$ cat src/rtl/core/rtn_pkg.sv
package rtn_pkg;

  // Register indexes on the configuration port
  localparam logic REG_LINE_WIDTH   = 1'b0;
  localparam logic REG_FRAME_HEIGHT = 1'b1;

  localparam int CFG_W  = 13;
  localparam int SIZE_W = 16;
  localparam int ROW_W  = 12;

  localparam logic [CFG_W-1:0] LINE_WIDTH_RESET   = 13'd1920;
  localparam logic [CFG_W-1:0] FRAME_HEIGHT_RESET = 13'd1080;
  localparam logic [CFG_W-1:0] HEIGHT_LIMIT       = 13'd4096;

  localparam int DEF_MAX_WIDTH = 4096;
  localparam int QUEUE_DEPTH   = 4;

  // Rec.601 weights, Q16, as magnitudes
  localparam logic [15:0] KY_R = 16'd16829;
  localparam logic [15:0] KY_G = 16'd33039;
  localparam logic [15:0] KY_B = 16'd6416;
  localparam logic [15:0] KB_R = 16'd9713;
  localparam logic [15:0] KB_G = 16'd19069;
  localparam logic [15:0] KB_B = 16'd28784;
  localparam logic [15:0] KR_R = 16'd28784;
  localparam logic [15:0] KR_G = 16'd24102;
  localparam logic [15:0] KR_B = 16'd4680;

  localparam logic [23:0] ROUND_HALF  = 24'd32768;
  // 128 << 16 plus rounding; keeps the chroma sums positive
  localparam logic [23:0] CHROMA_BIAS = 24'd8421376;
  localparam logic [7:0]  LUMA_OFFSET = 8'd16;

  typedef struct packed {
    logic [7:0] luma;
    logic       chroma;
    logic [7:0] cb;
    logic [7:0] cr;
  } job_t;

endpackage

$ cat src/rtl/core/rtn_queue.sv
module rtn_queue (
  input  logic          clk,
  input  logic          rst,
  input  logic          push,
  input  rtn_pkg::job_t push_job,
  output logic          full,
  input  logic          pop,
  output logic          empty,
  output rtn_pkg::job_t head
);

  localparam int DEPTH = rtn_pkg::QUEUE_DEPTH;
  localparam int PW    = $clog2(DEPTH);

  rtn_pkg::job_t entries [DEPTH];
  logic [PW-1:0] wr_ptr;
  logic [PW-1:0] rd_ptr;
  logic [PW:0]   count;

  assign full  = count == (PW+1)'(DEPTH);
  assign empty = count == '0;
  assign head  = entries[rd_ptr];

  always_ff @(posedge clk) begin
    if (rst) begin
      wr_ptr <= '0;
      rd_ptr <= '0;
      count  <= '0;
    end else begin
      if (push) begin
        wr_ptr <= (wr_ptr == PW'(DEPTH - 1)) ? '0 : wr_ptr + PW'(1);
      end
      if (pop) begin
        rd_ptr <= (rd_ptr == PW'(DEPTH - 1)) ? '0 : rd_ptr + PW'(1);
      end
      if (push && !pop) begin
        count <= count + (PW+1)'(1);
      end else if (pop && !push) begin
        count <= count - (PW+1)'(1);
      end
    end
  end

  always_ff @(posedge clk) begin
    if (push) begin
      entries[wr_ptr] <= push_job;
    end
  end

  a_no_overflow: assert property (@(posedge clk) disable iff (rst)
    !(push && full && !pop))
    else $error("queue written while full");

  a_no_underflow: assert property (@(posedge clk) disable iff (rst)
    !(pop && empty))
    else $error("queue read while empty");

endmodule

$ cat config.mk
export PLATFORM = sky130hd
export DESIGN_NAME = rtn_queue
export DESIGN_NICKNAME = d
export VERILOG_FILES = /design/src/rtl/core/rtn_pkg.sv /design/src/rtl/core/rtn_queue.sv
export SDC_FILE = /design/constraint.sdc
export NUM_CORES = 1
export LEC_CHECK = 0
export ABC_CLOCK_PERIOD_IN_PS = 3150
export BUFFER_PORTS_ARGS = -buffer_cell sky130_fd_sc_hd__buf_2
export CORE_MARGIN = 2
export CORE_UTILIZATION = 50
export DETAILED_ROUTE_END_ITERATION = 16
export GPL_ROUTABILITY_DRIVEN = 1
export PLACE_DENSITY = 0.83
export SYNTH_ARGS = -nofsm -noshare
export SYNTH_HDL_FRONTEND = slang
export SYNTH_SLANG_ARGS = --single-unit
$ cat constraint.sdc
create_clock -name clk -period 3.15 [get_ports clk]
set_input_delay 0.63 -clock clk [delete_from_list [all_inputs] [get_ports clk]]
set_output_delay 0.63 -clock clk [all_outputs]
set_load 0.02 [all_outputs]
==> impl_results.md <==
* Largest net degree at the start of global routing at 26
* Die X at around 94 um
* #FFs+latches synth at ~110
* Setup violators final at 0
* Share of post-route cells with drive strength above 1 at approximately 40%
* Fin crit share at 85.19%
* Max cap viols at 0
* GRT Overall Usage at 16.18%
* Setup bufs post-CTS at 0
* Detailed Route WL at ~6500 um
* Synthesis-to-finish area growth at 14.74%
* Crit path launch type: flop
* Register area share after synthesis at between 70% and 80%
* Min-Delay Path Class: in2reg
* Setup TNS at 0 ns
* Status: completed
* Row cnt at 32
* Clock transition at path regs at about 0.090 ns
* Dpl hpwl at between 4000 and 5000 um
* Placeable Area at between 7000 and 8000 um^2
* Leak at between 1.5 and 2 nW
* Max VDD drop at 0.3557 mV
* Placer Congestion at slightly below 0.7
* CTS tree: built
* Die Ht at between 90 and 100 um
* Global-route wire length before repair at between 10,000 and 15,000 um
* Worst Tran Pin Value at roughly 0.61 ns
* Worst path required time at between 2 and 3 ns
* Post-synth cell types at 20
* Design Power at ~2.9 mW
* Routed vias/inst at around 5.4
* Initial Util at 52.14%
* DP Area at between 4000 and 5000 um^2
* Root Driver: clkbuf_8
* Post-route cell area at 4695 um^2
* Mapped cell area at 4091 um^2
* CTS buffer count at 9
* Crit-path max cell delay at about 0.73 ns
* Mean Syn Cell Area at 23.38 um^2
* Final #Nets at roughly 280
* Slowest cell on crit path: dfxtp_2
* CP Max Fanout at 18
* Slew HR at 59.39%
* Fmax at roughly 0.37 GHz
* Synthesis Warnings at 0
* CTS Sinks at 109
* TritonRoute pass-1 iters at 4
* Final ANT Viol Nets at 0
* Hold-fix buffers, CTS at 0
* DR DRC count at 0
* Initial antenna violation count at 0
* Critical path arrival at 2.05 ns
* Via Count at approximately 1,900
* DR WL/cell at approximately 19 um
* H-tree depth at 3
* Final worst slack at about 0.47 ns
* GRT Residual Overflow at 0
* RSZ-0062 raised after global routing: false
* Port Buffers at 55
* R2r setup slk at 1.63 ns
* Largest buffer count on any clock path at 2
* Crit-path cells: buf_4 -> mux4_2 -> buf_2
* Filler cells at just under 600
* Clock latency on the worst-skew pair at roughly 0.35 ns
* Post-synth net total at ~210
* Critical path buffer and inverter count at 2
* Fin. Hold Viols at 0
* Iter 0 DRT Violations at 80
* Ant. Diodes at 0
* Worst slack at placement at just under 0.8 ns
* Final Critical Period at approximately 2.7 ns
* Final Max Tran Viols at 0
* Pwr Density at around 600 nW/um^2
* Die area at between 8000 and 9000 um^2
* Crit-path leading delay family: flip-flops
* Vias in the first global route at 1,912
* Mapped Cells at between 150 and 200
* Fin Clk Skew at about 0.0084 ns
* WS Path Type: reg2out
* # resized after CTS at 0
* Setup crit end kind: output port
* I/O pin total at 56
==> Yosys cell counts (all sizes together) <==
library cell	instances	share of area, %
or3	1	0.15
xor2	2	0.43
nor3	1	0.12
o21ai	1	0.12
and2	4	0.61
nor2	7	0.64
edfxtp	100	73
a21oi	2	0.24
dfxtp	9	4.4
mux4	25	14
fa	1	0.49
ha	6	1.8
nor3b	2	0.37
mux2i	4	0.98
clkbuf	1	0.12
inv	4	0.37
buf	5	1.5
==> stage by stage <==
step	utilization, %	std cells	hold slack, ns
floorplan	-	175	0.4603
global placement	57.11	333	0.4823
detailed placement	57.11	333	0.5148
CTS	59.82	348	0.4629
global route	59.82	348	0.4566
finish	59.82	348	0.4851
==> state kept, by name (all words and copies together), names as in the netlist, named ones only <==
register,flops
entries,100
count,3
rd_ptr,2
wr_ptr,2
==> layer usage <==
layer  track usage, %  share of wire, %
met3            6.464               6.3
met1            20.64                43
met2            26.01                50
met5                0                 0
met4            4.710              0.78
==> report_power, final <==
part | switching (mW) | total (mW) | leakage, nW | internal, mW
sequential | 0.0343 | 1.69 | 0.993 | 1.65
clock | 0.421 | 0.863 | 0.101 | 0.443
combinational | 0.179 | 0.312 | 0.545 | 0.133
total | 0.633 | 2.86 | 1.64 | 2.23
==> placed cells by master (no fill, tap or decap), types with 5 or more instances in the layout <==
master      n
buf_2      55
buf_4       7
clkbuf_8    9
dfxtp_1     8
edfxtp_1  100
ha_1        6
mux4_1      5
mux4_2     20
nor2_1      7
==> path summary, 6_finish.rpt <==
kind                                   start  cells after the start        endpoint
worst max-delay path                    flop                      3        head[20]
worst min-delay path            push_job[11]                      1  entries[3][11]
worst max register to register      count[0]                      4        count[2]
worst min register to register      count[2]                      2        count[2]
==> cells by family (layout without fill, tap and decap cells) <==
logic type | after synthesis | after routing | synth area share (%)
compound gates | 3 | 3 | 0.3669
xor+xnor | 2 | 2 | 0.4282
fa+ha+maj | 7 | 7 | 2.324
buf+inv | 10 | 81 | 1.988
flops | 109 | 109 | 77.80
mux | 29 | 29 | 15.20
simple gates | 15 | 15 | 1.896
==> cell type report <==
type                       count  area, um^2  share of cell area (%)
clock inverter                 6       88.84                   1.892
timing repair buffer          62       327.8                   6.983
tap                          102       127.6                   2.719
multi-input combinational     56       827.0                   17.62
clock buffer                   9       123.9                   2.639
inverter                       4       15.01                  0.3198
sequential                   109        3184                   67.83
(Power assumes the default switching activity.)
