[src/rtl/core/rtn_pkg.sv]
package rtn_pkg;

  // Register indexes on the configuration port
  localparam logic REG_LINE_WIDTH   = 1'b0;
  localparam logic REG_FRAME_HEIGHT = 1'b1;

  localparam int CFG_W  = 13;
  localparam int SIZE_W = 16;
  localparam int ROW_W  = 12;

  localparam logic [CFG_W-1:0] LINE_WIDTH_RESET   = 13'd1920;
  localparam logic [CFG_W-1:0] FRAME_HEIGHT_RESET = 13'd1080;
  localparam logic [CFG_W-1:0] HEIGHT_LIMIT       = 13'd4096;

  localparam int DEF_MAX_WIDTH = 4096;
  localparam int QUEUE_DEPTH   = 4;

  // Rec.601 weights, Q16, as magnitudes
  localparam logic [15:0] KY_R = 16'd16829;
  localparam logic [15:0] KY_G = 16'd33039;
  localparam logic [15:0] KY_B = 16'd6416;
  localparam logic [15:0] KB_R = 16'd9713;
  localparam logic [15:0] KB_G = 16'd19069;
  localparam logic [15:0] KB_B = 16'd28784;
  localparam logic [15:0] KR_R = 16'd28784;
  localparam logic [15:0] KR_G = 16'd24102;
  localparam logic [15:0] KR_B = 16'd4680;

  localparam logic [23:0] ROUND_HALF  = 24'd32768;
  // 128 << 16 plus rounding; keeps the chroma sums positive
  localparam logic [23:0] CHROMA_BIAS = 24'd8421376;
  localparam logic [7:0]  LUMA_OFFSET = 8'd16;

  typedef struct packed {
    logic [7:0] luma;
    logic       chroma;
    logic [7:0] cb;
    logic [7:0] cr;
  } job_t;

endpackage

[src/rtl/core/rtn_back.sv]
module rtn_back (
  input  logic          clk,
  input  logic          rst,
  input  logic          q_empty,
  input  rtn_pkg::job_t head,
  output logic          pop,
  output logic          out_valid,
  input  logic          out_stall,
  output logic          kind,
  output logic [7:0]    luma,
  output logic [7:0]    cb_value,
  output logic [7:0]    cr_value,
  output logic          last
);

  typedef enum logic [1:0] {
    PH_LUMA   = 2'b01,
    PH_CHROMA = 2'b10
  } phase_t;

  phase_t phase;
  logic   load;

  assign load = (!out_valid || !out_stall) && !q_empty;
  assign pop  = load && (phase == PH_CHROMA || !head.chroma);

  always_ff @(posedge clk) begin
    if (rst) begin
      out_valid <= 1'b0;
      phase     <= PH_LUMA;
    end else begin
      if (load) begin
        out_valid <= 1'b1;
      end else if (!out_stall) begin
        out_valid <= 1'b0;
      end
      if (load) begin
        case (phase)
          PH_LUMA:   phase <= head.chroma ? PH_CHROMA : PH_LUMA;
          PH_CHROMA: phase <= PH_LUMA;
          default:   phase <= PH_LUMA;
        endcase
      end
    end
  end

  always_ff @(posedge clk) begin
    if (load) begin
      case (phase)
        PH_CHROMA: begin
          kind     <= 1'b1;
          luma     <= 8'd0;
          cb_value <= head.cb;
          cr_value <= head.cr;
          last     <= 1'b1;
        end
        default: begin
          kind     <= 1'b0;
          luma     <= head.luma;
          cb_value <= 8'd0;
          cr_value <= 8'd0;
          last     <= !head.chroma;
        end
      endcase
    end
  end

  a_chroma_last: assert property (@(posedge clk) disable iff (rst)
    out_valid && kind |-> last)
    else $error("chroma result not marked last");

  a_pending_chroma: assert property (@(posedge clk) disable iff (rst)
    phase == PH_CHROMA |-> !q_empty)
    else $error("chroma pending without a queued job");

  a_luma_clear: assert property (@(posedge clk) disable iff (rst)
    out_valid && !kind |-> cb_value == 8'd0 && cr_value == 8'd0)
    else $error("luma result carries chroma");

endmodule

[config.mk]
export PLATFORM = sky130hd
export DESIGN_NAME = rtn_back
export DESIGN_NICKNAME = d
export VERILOG_FILES = /design/src/rtl/core/rtn_pkg.sv /design/src/rtl/core/rtn_back.sv
export SDC_FILE = /design/constraint.sdc
export NUM_CORES = 1
export LEC_CHECK = 0
export BUFFER_PORTS_ARGS = -buffer_cell sky130_fd_sc_hd__buf_2
export CAP_MARGIN = 30
export CORE_ASPECT_RATIO = 1.5
export CORE_MARGIN = 2
export CORE_UTILIZATION = 39
export DETAILED_ROUTE_END_ITERATION = 8
export PLACE_DENSITY = 0.74
export SYNTH_ARGS = -nofsm -noshare
export SYNTH_HDL_FRONTEND = slang
export SYNTH_SLANG_ARGS = --single-unit
[constraint.sdc]
create_clock -name clk -period 1.5 [get_ports clk]
set_input_delay 0.3 -clock clk [delete_from_list [all_inputs] [get_ports clk]]
set_output_delay 0.3 -clock clk [all_outputs]
set_load 0.005 [all_outputs]
==> qor.txt, run 1 <==
run status: finished clean
post-synthesis cell count: 68
drt via density: 4.29
1st-iter DRT viols: 6
Residual DRC: 0
RSZ-0062 raised after global routing: no
critical path class: reg -> out
CP Cell Sequence: nand2b_1, a21oi_1, buf_2
Tcrit/Tclk final: 0.911
GPL Wtd Cong: 0.656
Place WS: 287 ps
slew at the pin closest to its max-slew limit: 200 ps
Worst-path clk slew: 60 ps
VDD IR max: 612 uV
ANT nets after route: 0
Final Cell Area: 1520 um^2
Inst Count DP: 162
Yosys cell types: 16
Worst path max stage delay: 320 ps
Total Nets Final: 161
largest net degree at the start of global routing: 23
Synth Net Count: 97
H-tree lvl count: 2
DR vias: 730
Die X: 47.1 um
Register Area: 841 um^2
global-route wire length before repair: 3080 um
P&R area growth vs syn: 39.7%
Slew Viols, Final: 0
Overall Global Routing Usage: 0.143
Fillers: 245
final setup skew: 3.64 ps
Root Buffer: clkbuf_8
clock buffer depth: 2
initial antenna violation count: 0
worst skew pair latency: 270 ps
CP arrival: 1070 ps
Setup Viol. Count Final: 0
final worst slack: 134 ps
hold buffers post-CTS: 0
Resized cells post-CTS: 0
WL final: 2010 um
Yosys reg bits: 29
Lkg Pwr: 0.693 nW
GRT overflow: 0
TNS Setup: 0 ps
area occupied by multi-input gates: 225 um^2
Port Buffers: 56
I/O pin count: 57
final hold vios: 0
number of global-route vias before repair: 729
TritonCTS buffer count: 5
Die Height: 68.6 um
pwr dens: 1100 nW/um^2
Placed Instance Area: 1440 um^2
Worst EP required: 1200 ps
min-delay worst type: in -> reg
Crit path buffers/inverters: 1
Max Cap Viol: 0
Slew headroom: 0.867
Max Fclk: 732 MHz
sequential fraction of the synthesis area: 0.774
drt wl/cell: 11.8 um
synth warn: 0
worst-path maximum fanout: 4
Initial Util: 0.406
Post-Syn Area per Cell: 16.0 um^2
CP Capture Type: output pin
post-synthesis instance area: 1090 um^2
final cell count without fillers: 170
Final Util: 0.567
hpwl dp: 1580 um
fraction of layout cells with a size suffix above 1: 0.511
Die Area: 3230 um^2
TritonCTS clock tree: yes
first-pass detailed-route iteration total: 3
Post-CTS Setup Inserts: 0
core area: 2680 um^2
Placement Rows: 23
# diodes: 0
slowest cell on the critical path: dfxtp_1
delay-heaviest family, CP: flip-flops
crit path launch type: flip-flop
clock sinks: 29
Final min period: 1370 ps
[through the flow]
stage / power [mW] / hold slack [ps]
after floorplan: 1.00 / 369
after global placement: 1.09 / 455
after detailed placement: 1.09 / 468
after CTS: 1.69 / 200
after global routing: 1.73 / 221
final: 1.66 / 206
[worst paths after layout]
path         slack (ps)  startpoint  cells after the start        end
max                 130    phase[0]                      3        pop
min                 210     q_empty                      2  out_valid
max reg2reg         400    phase[0]                      3    luma[0]
min reg2reg         470   out_valid                      2  out_valid
[state kept, by name (all words and copies together), names as in the netlist]
register	flops
cb_value	8
cr_value	8
luma	8
phase	2
kind	1
last	1
out_valid	1
[cell families (layout without fill, tap and decap cells)]
group	count (synthesis)	after routing	synth area share
buffers and inverters	4	69	0.0184
DFF	29	29	0.774
and+or+nand+nor	30	30	0.172
AOI/OAI and AO/OA	3	3	0.0161
muxes	2	2	0.0196
[cell usage after synthesis]
master	count	area, um^2
a21o_1	1	7.51
mux2i_1	1	10.0
inv_1	1	3.75
dfxtp_1	3	60.1
nand2_1	2	7.51
nor2_1	1	3.75
and2_1	24	150
buf_2	1	5.00
nor2b_1	1	6.26
a21oi_1	2	10.0
and4bb_1	1	12.5
inv_2	1	3.75
nand2b_1	1	6.26
buf_4	1	7.51
mux2_2	1	11.3
edfxtp_1	26	781
[placed cells by master (no fill, tap or decap)]
master,synthesis,layout
clkbuf_8,0,5
nor2b_1,1,1
buf_2,1,56
edfxtp_1,26,26
and4bb_1,1,1
buf_4,1,2
dfxtp_1,3,3
clkbuf_1,0,1
mux2i_1,1,1
nand2_1,2,2
mux2_2,1,1
inv_2,1,1
nor2_1,1,1
nand2b_1,1,1
and2_1,24,24
clkinv_2,0,2
a21o_1,1,1
inv_1,1,1
buf_12,0,1
a21oi_1,2,2
[final cells by class]
type,instances,area share
Clock buffer,6,0.0478
Timing Repair Buffer,59,0.208
Multi-Input combinational cell,35,0.148
Inverter,2,0.00495
Tap cell,37,0.0305
Sequential cell,29,0.554
Clock inverter,2,0.00660
[worst register-to-register path, delay by kind of cell, from the launching register on]
family / cells / cell delay [ps]
AND/OR/NAND/NOR: 2 / 360
flip-flops: 1 / 320
buffers and inverters: 1 / 180
[report_power, final]
group	switching (mW)	internal [mW]
sequential	0.0124	0.927
combinational	0.0579	0.0764
clock	0.269	0.320
total	0.340	1.32
[metal layers]
layer | routed length, um | GRT usage | vias up
met2 | 1130 | 0.259 | 39
met1 | 650 | 0.125 | 322
li1 | - | - | 363
met3 | 171 | 0.0495 | 6
met5 | 0 | 0 | -
met4 | 59 | 0.0938 | 0
No activity file was read; power rests on OpenSTA's default activity.
==> run 2: changes to the inputs <==
--- a/config.mk
+++ b/config.mk
@@ -5,13 +5,14 @@
 export SDC_FILE = /design/constraint.sdc
 export NUM_CORES = 1
 export LEC_CHECK = 0
+export ABC_AREA = 1
 export BUFFER_PORTS_ARGS = -buffer_cell sky130_fd_sc_hd__buf_2
 export CAP_MARGIN = 30
 export CORE_ASPECT_RATIO = 1.5
 export CORE_MARGIN = 2
-export CORE_UTILIZATION = 39
+export CORE_UTILIZATION = 40
 export DETAILED_ROUTE_END_ITERATION = 8
-export PLACE_DENSITY = 0.74
+export PLACE_DENSITY = 0.73
 export SYNTH_ARGS = -nofsm -noshare
 export SYNTH_HDL_FRONTEND = slang
 export SYNTH_SLANG_ARGS = --single-unit
==> run 2 against run 1 <==
Synthesized cell count grew 41%. Largest power group unchanged. Combinational power grew 20%. Sequential power is essentially flat. Largest cell class unchanged. Synthesized area grew 10%. Total power grew 1.3%. Sequential share of layout area shrank 3.5 points. Die area grew 6.7%. Cell count grew 18%. Via count grew 10%. Highest routed layer unchanged.
==> qor.txt, run 2 <==
1st-iter DRT viols: 6 (unchanged)
TritonCTS clock tree: yes (unchanged)
fraction of registers with async set/reset: 0 (unchanged)
post-synthesis cell count: 96 (was 68)
Worst-path clk slew: 60 ps (about the same)
Largest regs: cb_value: 8 flops, cr_value: 8 flops, luma: 8 flops (unchanged)
VDD IR max: 713 uV (was 612 uV)
Sequential Power Share: 0.557 (was 0.565)
top post-synthesis cells by area: edfxtp_1 65%, nor2_4 9.4%, inv_1 8.5% (was edfxtp_1 72%, and2_1 14%, dfxtp_1 5.5%)
final hold vios: 0 (unchanged)
Post-CTS Setup Inserts: 0 (unchanged)
Residual DRC: 0 (unchanged)
Die Area: 3450 um^2 (was 3230 um^2)
final cell count without fillers: 201 (was 170)
drt via density: 4.00 (was 4.29)
top_reg_cell synth: edfxtp_1 (unchanged)
worst-path maximum fanout: 10 (was 4)
global-route wire length before repair: 3340 um (was 3080 um)
Total Nets Final: 190 (was 161)
slew at the pin closest to its max-slew limit: 256 ps (was 200 ps)
WL final: 2080 um (was 2010 um)
sequential fraction of the synthesis area: 0.704 (was 0.774)
CP arrival: 1090 ps (was 1070 ps)
Port Buffers: 56 (unchanged)
Max Fclk: 722 MHz (was 732 MHz)
synth warn: 0 (unchanged)
Setup Viol. Count Final: 0 (unchanged)
Worst EP required: 1200 ps (about the same)
Yosys cell types: 11 (was 16)
Final Util: 0.563 (was 0.567)
Post-synth EDFFs: 26 (unchanged)
Tcrit/Tclk final: 0.924 (was 0.911)
Post-Syn Area per Cell: 12.4 um^2 (was 16.0 um^2)
Yosys top cell area share: 0.653 (was 0.719)
total power: 1.69 mW (was 1.66 mW)
CP Capture Type: output pin (unchanged)
final setup skew: 5.23 ps (was 3.64 ps)
Synth Net Count: 125 (was 97)
clock sinks: 29 (unchanged)
clock buffer depth: 2 (unchanged)
commonest non-fill, non-tap cells in the layout: 56 x buf_2, 27 x inv_1, 26 x edfxtp_1 (was 56 x buf_2, 26 x edfxtp_1, 24 x and2_1)
Lkg Pwr: 0.803 nW (was 0.693 nW)
combinational power share: 0.096 (was 0.081)
Final min period: 1390 ps (was 1370 ps)
Max Cap Viol: 0 (unchanged)
min-delay worst type: in -> reg (unchanged)
P_sw: 363 uW (was 340 uW)
Slew Viols, Final: 0 (unchanged)
I/O pin count: 57 (unchanged)
first-pass detailed-route iteration total: 4 (was 3)
core area: 2880 um^2 (was 2680 um^2)
GRT overflow: 0 (unchanged)
Slew headroom: 0.829 (was 0.867)
TNS Setup: 0 ps (unchanged)
Placement Rows: 24 (was 23)
number of global-route vias before repair: 787 (was 729)
ANT nets after route: 0 (unchanged)
largest net degree at the start of global routing: 28 (was 23)
Overall Global Routing Usage: 0.135 (was 0.143)
internal power: 1.32 mW (about the same)
Die X: 48.6 um (was 47.1 um)
Sw Ratio: 0.215 (was 0.204)
TritonCTS buffer count: 5 (unchanged)
Resized cells post-CTS: 0 (unchanged)
hold buffers post-CTS: 0 (unchanged)
Yosys reg bits: 29 (unchanged)
Inst Count DP: 193 (was 162)
count leader, synth: inv_1 (was edfxtp_1)
P&R area growth vs syn: 35.7% (was 39.7%)
drt wl/cell: 10.3 um (was 11.8 um)
GPL Wtd Cong: 0.735 (was 0.656)
Root Buffer: clkbuf_8 (unchanged)
RSZ-0062 raised after global routing: no (unchanged)
initial antenna violation count: 0 (unchanged)
post-synthesis instance area: 1190 um^2 (was 1090 um^2)
DR vias: 805 (was 730)
Die Height: 70.9 um (was 68.6 um)
hpwl dp: 1570 um (was 1580 um)
top cell type by total area after synthesis: edfxtp_1 (unchanged)
critical path class: reg -> out (unchanged)
Clk pwr share: 0.347 (was 0.355)
Synth top cells by count: 27 x inv_1, 26 x edfxtp_1, 18 x nor2_1 (was 26 x edfxtp_1, 24 x and2_1, 3 x dfxtp_1)
run status: finished clean (unchanged)
Fillers: 281 (was 245)
Hold WS: 201 ps (was 206 ps)
pwr dens: 1040 nW/um^2 (was 1100 nW/um^2)
fraction of layout cells with a size suffix above 1: 0.475 (was 0.511)
worst skew pair latency: 270 ps (about the same)
most common cell after layout, fill and taps aside: buf_2 (unchanged)
# diodes: 0 (unchanged)
crit path launch type: flip-flop (unchanged)
H-tree lvl count: 2 (unchanged)
Initial Util: 0.414 (was 0.406)
run 2: cell types whose count changed after synthesis, moves of 3 or more:
cell / before / now
inv_1: 1 / 27
and2_1: 24 / 0
nor2_1: 1 / 18
nor2_4: 0 / 10
nand2_1: 2 / 5
run 2: final timing paths:
check                           depth (start not counted)       from  slack (ps)     endpoint
worst min register to register                          2  out_valid         520    out_valid
worst max register to register                          5   phase[1]         350  cr_value[3]
worst min-delay path                                    2        rst         200    out_valid
worst max-delay path                                    5   phase[1]         110          pop
run 2: cell type report:
cell class	instances	area [um^2]	share of cell area
clock buffer	6	72.6	0.0448
clock inverter	2	10.0	0.00617
inverter	28	108	0.0664
multi-input combinational	38	226	0.140
sequential	29	841	0.519
tap	39	48.8	0.0301
timing repair buffer	59	315	0.194
run 2: critical path, cell delays in order (launching register included):
cell and delay, ps:
dfxtp_1 310, inv_1 80, nor2_4 120, inv_4 70, a21oi_1 120, buf_2 120
run 2: power by group through the flow:
| stage | Clock (mW) | Sequential (mW) | Combinational, mW |
|---|---|---|---|
| global placement | 0 | 0.953 | 0.157 |
| detailed placement | 0 | 0.955 | 0.163 |
| global route | 0.633 | 0.944 | 0.178 |
| CTS | 0.604 | 0.939 | 0.164 |
| finish | 0.585 | 0.939 | 0.161 |
| floorplan | 0 | 0.962 | 0.0635 |
run 2: cells by family (layout without fill, tap and decap cells):
kind of cell / count (synthesis) / after routing / share of synthesized area
buf+inv: 29 / 95 / 0.107
simple gates: 35 / 35 / 0.177
compound gates: 3 / 3 / 0.0126
flops: 29 / 29 / 0.704
run 2: metal layers:
metal | global-route usage | routed length [um]
met3 | 0.0612 | 142
met4 | 0.105 | 68
met1 | 0.123 | 681
met2 | 0.230 | 1180
met5 | 0 | 0
run 2: per-stage QoR:
step,instance area [um^2],worst slack [ps]
floorplan,1190,94.9
global placement,1540,334
detailed placement,1540,279
CTS,1620,92.6
global route,1620,10.8
finish,1620,114
==> run 3: changes to the inputs <==
==> constraint.sdc (replaced) <==
create_clock -name clk -period 1.5 [get_ports clk]
set_input_delay 0 -clock clk [delete_from_list [all_inputs] [get_ports clk]]
set_output_delay 0 -clock clk [all_outputs]
set_load 0.005 [all_outputs]
==> run 3 against run 2 <==
Global-route usage is 0.53 points lower. Highest routed layer unchanged. Critical path depth stayed put. Setup slack better by 25 ps. First-iteration DRC count grew to 3.7 times the previous value.
==> qor.txt, run 3 (synthesized netlist as in run 2, its figures left out) <==
run status: finished clean (unchanged)
Slew Viols, Final: 0 (unchanged)
1st-iter DRT viols: 22 (was 6)
Port Buffers: 56 (unchanged)
TritonCTS buffer count: 5 (unchanged)
drt via density: 3.93 (was 4.00)
slew at the pin closest to its max-slew limit: 331 ps (was 256 ps)
pwr dens: 1060 nW/um^2 (was 1040 nW/um^2)
P_sw: 357 uW (was 363 uW)
RSZ-0062 raised after global routing: no (unchanged)
GPL Wtd Cong: 0.716 (was 0.735)
fraction of layout cells with a size suffix above 1: 0.454 (was 0.475)
Resized cells post-CTS: 0 (unchanged)
final hold vios: 0 (unchanged)
Tcrit/Tclk final: 0.907 (was 0.924)
core area: 2880 um^2 (unchanged)
Die Area: 3450 um^2 (unchanged)
TNS Setup: 0 ps (unchanged)
# diodes: 0 (unchanged)
WL final: 2030 um (was 2080 um)
Largest regs: cb_value: 8 flops, cr_value: 8 flops, luma: 8 flops (unchanged)
H-tree lvl count: 2 (unchanged)
Crit path buffers/inverters: 3 (unchanged)
Worst-path clk slew: 60 ps (about the same)
slowest cell on the critical path: dfxtp_1 (unchanged)
worst skew pair latency: 270 ps (about the same)
met3 wire len: 121 um (was 142 um)
highest routing layer actually used: met4 (unchanged)
hpwl dp: 1550 um (was 1570 um)
Final Util: 0.570 (was 0.563)
total power: 1.74 mW (was 1.69 mW)
Placement Rows: 24 (unchanged)
most common cell after layout, fill and taps aside: buf_2 (unchanged)
CP arrival: 1360 ps (was 1090 ps)
clock sinks: 29 (unchanged)
critical path class: reg -> out (unchanged)
clock buffer depth: 2 (unchanged)
delay-heaviest family, CP: buffers and inverters (was flip-flops)
Initial Util: 0.414 (unchanged)
Residual DRC: 0 (unchanged)
drt wl/cell: 10.0 um (was 10.3 um)
CP Capture Type: output pin (unchanged)
global-route wire length before repair: 3220 um (was 3340 um)
worst-path maximum fanout: 18 (was 10)
DR vias: 793 (was 805)
WL met2: 1130 um (was 1180 um)
WL met1: 717 um (was 681 um)
number of global-route vias before repair: 760 (was 787)
Final min period: 1360 ps (was 1390 ps)
Root Buffer: clkbuf_8 (unchanged)
TritonCTS clock tree: yes (unchanged)
initial antenna violation count: 0 (unchanged)
Lkg Pwr: 0.808 nW (was 0.803 nW)
Overall Global Routing Usage: 0.130 (was 0.135)
Worst path max stage delay: 310 ps (about the same)
Total Nets Final: 191 (was 190)
Sequential Power Share: 0.540 (was 0.557)
crit path launch type: flip-flop (unchanged)
CP Cell Sequence: inv_1, nor2_4, inv_4, a21oi_1, buf_2 (unchanged)
combinational power share: 0.095 (was 0.096)
Worst EP required: 1500 ps (was 1200 ps)
min-delay worst type: in -> reg (unchanged)
VDD IR max: 583 uV (was 713 uV)
Slew headroom: 0.779 (was 0.829)
commonest non-fill, non-tap cells in the layout: 56 x buf_2, 27 x inv_1, 26 x edfxtp_1 (unchanged)
Die X: 48.6 um (unchanged)
Max Cap Viol: 0 (unchanged)
final setup skew: 3.35 ps (was 5.23 ps)
ANT nets after route: 0 (unchanged)
I/O pin count: 57 (unchanged)
Setup Viol. Count Final: 0 (unchanged)
Clk pwr share: 0.365 (was 0.347)
internal power: 1.38 mW (was 1.32 mW)
Max Fclk: 735 MHz (was 722 MHz)
Sw Ratio: 0.206 (was 0.215)
GRT overflow: 0 (unchanged)
Die Height: 70.9 um (unchanged)
largest net degree at the start of global routing: 28 (unchanged)
P&R area growth vs syn: 37.6% (was 35.7%)
first-pass detailed-route iteration total: 2 (was 4)
==> run 3: cell types whose count changed in the layout (fill, tap and decap cells not counted) <==
cell           before  now
clkbuf_8            5    6
dlygate4sd3_1       0    3
clkinv_2            2    0
buf_4               2    0
clkbuf_1            1    2
==> run 3: power by group through the flow <==
stage	clock, mW	combinational (mW)	sequential [mW]
after detailed placement	0	0.162	0.954
after floorplan	0	0.0635	0.962
after CTS	0.649	0.169	0.938
final	0.634	0.166	0.937
after global placement	0	0.156	0.953
after global routing	0.686	0.184	0.942
==> run 3: cell type report <==
type                    instances  area (um^2)
fillers                       274         1240
repair buffers                 60          330
flip-flops and latches         29          841
clock buffers                   8         90.1
multi-input cells              38          226
well taps                      39         48.8
inverters                      28          108
==> run 3: path summary, 6_finish.rpt <==
path	slack, ps	end	start	cells after the start
max	140	pop	phase[1]	5
min reg2reg	540	phase[0]	phase[0]	2
min	20	last	head[16]	2
max reg2reg	350	last	phase[1]	4
==> run 3: timing repair <==
item	CTS	global route
setup buffers	0	0
endpoints found under the hold margin	3	0
hold buffers	3	0
==> run 3: stage by stage <==
stage	hold WS (ps)	instance area, um^2	setup WS (ps)	std cells
floorplan	55.5	1190	94.9	96
global placement	186	1520	412	191
detailed placement	201	1520	342	191
CTS	13.2	1640	116	202
global route	9.41	1640	14.3	202
finish	20.6	1640	139	202
==> run 3: routing by layer <==
metal / GRT usage / vias to the layer above
li1: - / 421
met1: 0.121 / 335
met2: 0.230 / 32
met3: 0.0338 / 5
met4: 0.114 / 0
met5: 0 / -
